==> src/rtl/env_sensor_compensation_assert.svh <==
// assertion helpers, sampled on the rising clock edge, off while reset is high
`ifndef ENV_SENSOR_COMPENSATION_ASSERT_SVH
`define ENV_SENSOR_COMPENSATION_ASSERT_SVH

// condition must hold at every edge
`define ESC_ALWAYS(lbl, cond, msg) \
   lbl: assert property (@(posedge clock) disable iff (reset) (cond)) else $error(msg);

// consequent must hold at the same edge as the antecedent
`define ESC_IMPLY(lbl, ante, cons, msg) \
   lbl: assert property (@(posedge clock) disable iff (reset) (ante) |-> (cons)) \
      else $error(msg);

`endif

==> src/rtl/esc_pkg.sv <==
package esc_pkg;

   localparam int unsigned DIV_STAGES = 32;
   localparam int unsigned FR_STAGES  = 15;

   localparam logic [2:0] REG_TEMP    = 3'd0;
   localparam logic [2:0] REG_PRESS_A = 3'd1;
   localparam logic [2:0] REG_PRESS_B = 3'd2;
   localparam logic [2:0] REG_PRESS_C = 3'd3;
   localparam logic [2:0] REG_HUM     = 3'd4;

   localparam logic [31:0] K_64000   = 32'd64000;
   localparam logic [31:0] K_2POW20  = 32'd1048576;
   localparam logic [31:0] K_3125    = 32'd3125;
   localparam logic [31:0] K_76800   = 32'd76800;
   localparam logic [31:0] K_HUM_MAX = 32'd419430400;
   localparam logic [31:0] K_2POW21  = 32'd2097152;
   localparam logic [31:0] K_32768   = 32'd32768;
   localparam logic [31:0] K_16384   = 32'd16384;
   localparam logic [31:0] K_8192    = 32'd8192;
   localparam logic [31:0] K_128     = 32'd128;

   typedef struct packed {
      logic [19:0] raw_press;
      logic [19:0] raw_temp;
      logic [15:0] raw_hum;
   } req_type;

   typedef struct packed {
      logic signed [23:0] temp_centi;
      logic [31:0]        press_pa;
      logic               press_invalid;
      logic [16:0]        hum_q10;
   } rsp_type;

   // coefficients, all widened to 32 bits
   typedef struct packed {
      logic [31:0] t1, t2, t3;
      logic [31:0] p1, p2, p3, p4, p5, p6, p7, p8, p9;
      logic [31:0] h1, h2, h3, h4, h5, h6;
   } coef_type;

   // results that ride beside the divider
   typedef struct packed {
      logic        dbl;
      logic        invalid;
      logic [23:0] temp;
      logic [16:0] hum;
   } side_type;

   typedef struct packed {
      logic [31:0] num;
      logic [31:0] rem;
      logic [31:0] den;
      side_type    side;
   } dstg_type;

   function automatic logic [31:0] asr(input logic [31:0] x, input logic [4:0] n);
      logic signed [31:0] s;
      s = x;
      return s >>> n;
   endfunction

   function automatic logic [31:0] mul32(input logic [31:0] a, input logic [31:0] b);
      logic [63:0] p;
      p = a * b;
      return p[31:0];
   endfunction

endpackage

==> src/rtl/esc_back.sv <==
module esc_back (
   input  logic              clock,
   input  logic              reset,
   input  logic              adv,
   input  logic              in_valid,
   input  esc_pkg::dstg_type in_word,
   input  esc_pkg::coef_type coef,
   output logic              out_valid,
   output esc_pkg::rsp_type  out_word
);
   import esc_pkg::*;

   logic [31:0] p_ff [2];
   logic [31:0] psq_ff, pb1_ff, pb2_ff, pm_ff;
   side_type    side_ff [2];
   logic [2:0]  vld_ff;
   logic [31:0] p_in, sum_in;
   rsp_type     out_ff;

   assign p_in   = in_word.side.dbl ? (in_word.num << 1) : in_word.num;
   assign sum_in = p_ff[1] + asr(asr(pm_ff, 5'd12) + asr(pb2_ff, 5'd13) + coef.p7, 5'd4);

   always_ff @(posedge clock) begin
      if (adv) begin
         p_ff[0]    <= p_in;
         psq_ff     <= mul32(p_in >> 3, p_in >> 3);
         pb1_ff     <= mul32(p_in >> 2, coef.p8);
         side_ff[0] <= in_word.side;
         p_ff[1]    <= p_ff[0];
         pm_ff      <= mul32(coef.p9, psq_ff >> 13);
         pb2_ff     <= pb1_ff;
         side_ff[1] <= side_ff[0];
         out_ff.temp_centi    <= side_ff[1].temp;
         out_ff.press_pa      <= side_ff[1].invalid ? '0 : sum_in;
         out_ff.press_invalid <= side_ff[1].invalid;
         out_ff.hum_q10       <= side_ff[1].hum;
      end
   end

   always_ff @(posedge clock) begin
      if (reset) begin
         vld_ff <= '0;
      end else if (adv) begin
         vld_ff <= {vld_ff[1:0], in_valid};
      end
   end

   assign out_valid = vld_ff[2];
   assign out_word  = out_ff;

endmodule

==> config.mk <==
export PLATFORM = sky130hd
export DESIGN_NAME = esc_back
export DESIGN_NICKNAME = d
export VERILOG_FILES = /design/src/rtl/env_sensor_compensation_assert.svh /design/src/rtl/esc_pkg.sv /design/src/rtl/esc_back.sv
export SDC_FILE = /design/constraint.sdc
export NUM_CORES = 2
export LEC_CHECK = 0
export BUFFER_PORTS_ARGS = -buffer_cell sky130_fd_sc_hd__buf_4
export CAP_MARGIN = 20
export CORE_MARGIN = 4
export CORE_UTILIZATION = 50
export CTS_CLUSTER_DIAMETER = 100
export CTS_CLUSTER_SIZE = 28
export DETAILED_ROUTE_END_ITERATION = 10
export GPL_TIMING_DRIVEN = 0
export MAX_ROUTING_LAYER = met4
export PLACE_DENSITY = 0.67
export SYNTH_ARGS = -nofsm -noshare
export SYNTH_HDL_FRONTEND = slang
export SYNTH_SLANG_ARGS = --single-unit
==> constraint.sdc <==
create_clock -name clock -period 8.91 [get_ports clock]
set_input_delay 0.4455 -clock clock [delete_from_list [all_inputs] [get_ports clock]]
set_output_delay 0.4455 -clock clock [all_outputs]
set_load 0.005 [all_outputs]
==> metrics.log <==
INFO  metric tritoncts_sink_count = 302
INFO  metric synth_xor_xnor_area_share = 3.62%
INFO  metric synth_top_cells_by_count = 1292 x inv_1, 1118 x fa_1, 656 x nand2_1
INFO  metric synthesis.area_per_instance = 9.97 um2
INFO  metric postRouteAntennaNets = 0
INFO  metric worst_path_most_repeated_cell = fa_1
INFO  metric hold-path-cell-count = 1
INFO  metric r2r_start = psq_ff[14]
INFO  metric layout_min_cycle_time = 8720 ps
INFO  metric clock_tree.htree_level_count = 1
INFO  metric io_pins = 794
INFO  metric drive_gt1_share = 6.47%
INFO  metric final-setup-viol-count = 0
INFO  metric post_synth_simple_gate_area = 13.1%
INFO  metric reg2reg_setup_slack = 1160 ps
INFO  metric tightestPinTransition = 1360 ps
INFO  metric cts.clk_slew.worst_paths = 90 ps
INFO  metric min-delay-start = in_word[17]
INFO  metric arrival = 9060 ps
INFO  metric gr-total-overflow = 0
INFO  metric dominant_combinational_cell_family_by_area_after_synthesis = adder cells
INFO  metric synth-edff-count = 299
INFO  metric max_clock_freq = 115 MHz
INFO  metric timing.critical_path.from = in_word[42]
INFO  metric yosysMostFrequentCell = inv_1
INFO  metric synth_compound_area_share = 3.98%
INFO  metric critical-path-slowest-cell = clkbuf_1
INFO  metric half_perimeter_wire_length_of_the_detailed_placement_result = 141 mm
INFO  metric totalNegativeSetupSlack = 0 ps
INFO  metric first_pass_grt_wire_length = 257 mm
INFO  metric cts_root_buffer = clkbuf_16
INFO  metric via_count = 38142
INFO  metric synth_fp_nets = 7590
INFO  metric port_buffers = 229
INFO  metric synth_area = 53500 um2
INFO  metric endpoint_kind = register
INFO  metric fin_nets = 7895
INFO  metric drt-pass1-iter-count = 6
INFO  metric drcViolationCount = 0
INFO  metric critical_path.reg2reg.endpoint = pm_ff[31]
INFO  metric tritoncts = done
INFO  metric max-cap-violations = 0
INFO  metric areaGrowthSynthToFinish = 9.41%
INFO  metric run_status = completed
INFO  metric postPlaceCellArea = 57100 um2
INFO  metric crit_path_max_fanout = 11
INFO  metric die_w = 335 um
INFO  metric die_area = 112000 um2
INFO  metric synth-main-ff-cell = edfxtp_1
INFO  metric synthesis.instances = 5367
INFO  metric grt_max_degree = 125
INFO  metric avgRoutedWirePerCell = 24.1 um
INFO  metric clockBufferDepth = 3
INFO  metric detail_route.iter0.violations = 3048
INFO  metric worstHoldEndpoint = side_ff[0][17]
INFO  metric synth.yosys.warnings = 0
INFO  metric post_synth_main_area_contributors = fa_1 42%, edfxtp_1 17%, inv_1 9.1%
INFO  metric finClkSkew = 29.7 ps
INFO  metric number_of_global_route_vias_before_repair = 41098
INFO  metric critical_path_required = 9250 ps
INFO  metric pins_over_slew_limit = 0
INFO  metric max_stage_delay = 1030 ps
INFO  metric tritoncts.num_buffers = 21
INFO  metric post_synth_fa_ha_maj_area_fraction = 50.8%
INFO  metric synth_mux_area_share = 0.963%
INFO  metric netlist-cell-type-count = 84
INFO  metric num_rows = 119
INFO  metric gp_congestion = 0.992
INFO  metric timing.setup.critical_path_class = primary input to register
INFO  metric ff2ff_path_depth = 22
INFO  metric worstSkewPairLatency = 620 ps
INFO  metric die_height = 335 um
INFO  metric synth_seq_cells = 302
INFO  metric area_share_of_the_largest_cell_type_after_synthesis = 41.8%
INFO  metric design_area = 58600 um2
INFO  metric vias_per_cell = 5.38
INFO  metric core-area = 106000 um2
INFO  metric grt.total_usage = 32.0%
INFO  metric floorplan.initialDensity = 50.6%
INFO  metric register_area_share_after_synthesis = 16.9%
INFO  metric start_kind = primary input
INFO  metric synthArstFlopShare = 0%
INFO  metric hold_removal_path_class = primary input to register
INFO  metric antenna_found_initial = 7
INFO  metric timing.slew.headroom = 9.26%
INFO  metric hold_violations = 0
INFO  metric detail_route.wirelength = 171 mm
INFO  metric final_critical_path_share_of_the_clock_period = 97.9%
INFO  metric synth_area_leader_cell = fa_1
timing repair:
item	CTS	global route
setup endpoints to repair	16	15
endpoints found under the hold margin	44	0
pin swaps	0	1
hold buffers	42	0
gates resized for setup	11	32
buffers inserted	0	3
per-layer routing:
| layer | up-vias | routed length (um) | global-route usage (%) | part of all wire, % |
|---|---|---|---|---|
| met5 | - | 0 | - | 0 |
| met4 | 0 | 13300 | 18.5 | 7.8 |
| met3 | 475 | 18500 | 8.99 | 11 |
| met2 | 1845 | 74000 | 47.4 | 43 |
| met1 | 19257 | 65100 | 39.7 | 38 |
| li1 | 16565 | - | - | - |
kinds of logic (layout without fill, tap and decap cells):
family,Yosys count,count (layout)
flops,302,302
xor+xnor,220,220
fa+ha+maj,1504,1504
compound gates,307,307
mux,38,38
other cells,0,6
buf+inv,1515,1835
simple gates,1481,1481
area by class of cell:
class	instances	area, um2
fillers	9353	47300
multi-input cells	3550	38900
flip-flops and latches	302	9040
inverters	1310	4920
repair buffers	285	2340
well taps	1391	1740
plain buffers	202	801
clock buffers	24	537
clock inverters	14	284
diodes	6	15.0
sequential cells by signal, indices dropped and copies added, names as in the netlist:
signal / count
vld_ff: 3
pb2_ff: 19
side_ff: 84
psq_ff: 20
out_word: 74
p_ff: 63
pm_ff: 20
pb1_ff: 19
layout by cell type (no fill, tap or decap), types with 42 or more instances in the layout:
cell | synthesis | layout
a21oi_1 | 91 | 91
and2_1 | 464 | 464
buf_4 | 2 | 233
clkbuf_1 | 200 | 188
dlygate4sd3_1 | 0 | 42
edfxtp_1 | 299 | 299
fa_1 | 1118 | 1118
ha_1 | 386 | 386
inv_1 | 1292 | 1291
nand2_1 | 656 | 656
nor2_1 | 234 | 234
xnor2_1 | 154 | 154
xor2_1 | 65 | 65
how the worst max path moves through the flow:
stage	end	cells past startpoint
3_5_place_dp	pb1_ff[31]	29
6_report	psq_ff[31]	29
4_1_cts	psq_ff[29]	29
5_1_grt	psq_ff[31]	31
2_1_floorplan	pb1_ff[31]	29
3_3_place_gp	pb1_ff[31]	29
critical path: cells and delay by family:
kind                     cells  cell delay (ps)
adder cells (fa/ha/maj)      9             3970
buffers and inverters        9             1990
AO/OA/AOI/OAI                7             1710
AND/OR/NAND/NOR              2              510
multiplexers                 1              300
XOR/XNOR                     1               70
through the flow:
step	instances	hold slack (ps)	setup WS [ps]	utilization (%)
after floorplan	5367	400	981	-
after global placement	6987	401	-1030	53.8
after detailed placement	6994	405	-1160	54.0
after CTS	7074	8.29	7.17	55.2
after global routing	7081	11.9	-20.5	55.3
final	7084	47.9	191	55.3
Power is left out: the tool's default activity adds up to more than one toggle a clock period on the data nets, which glitch-free logic cannot reach.
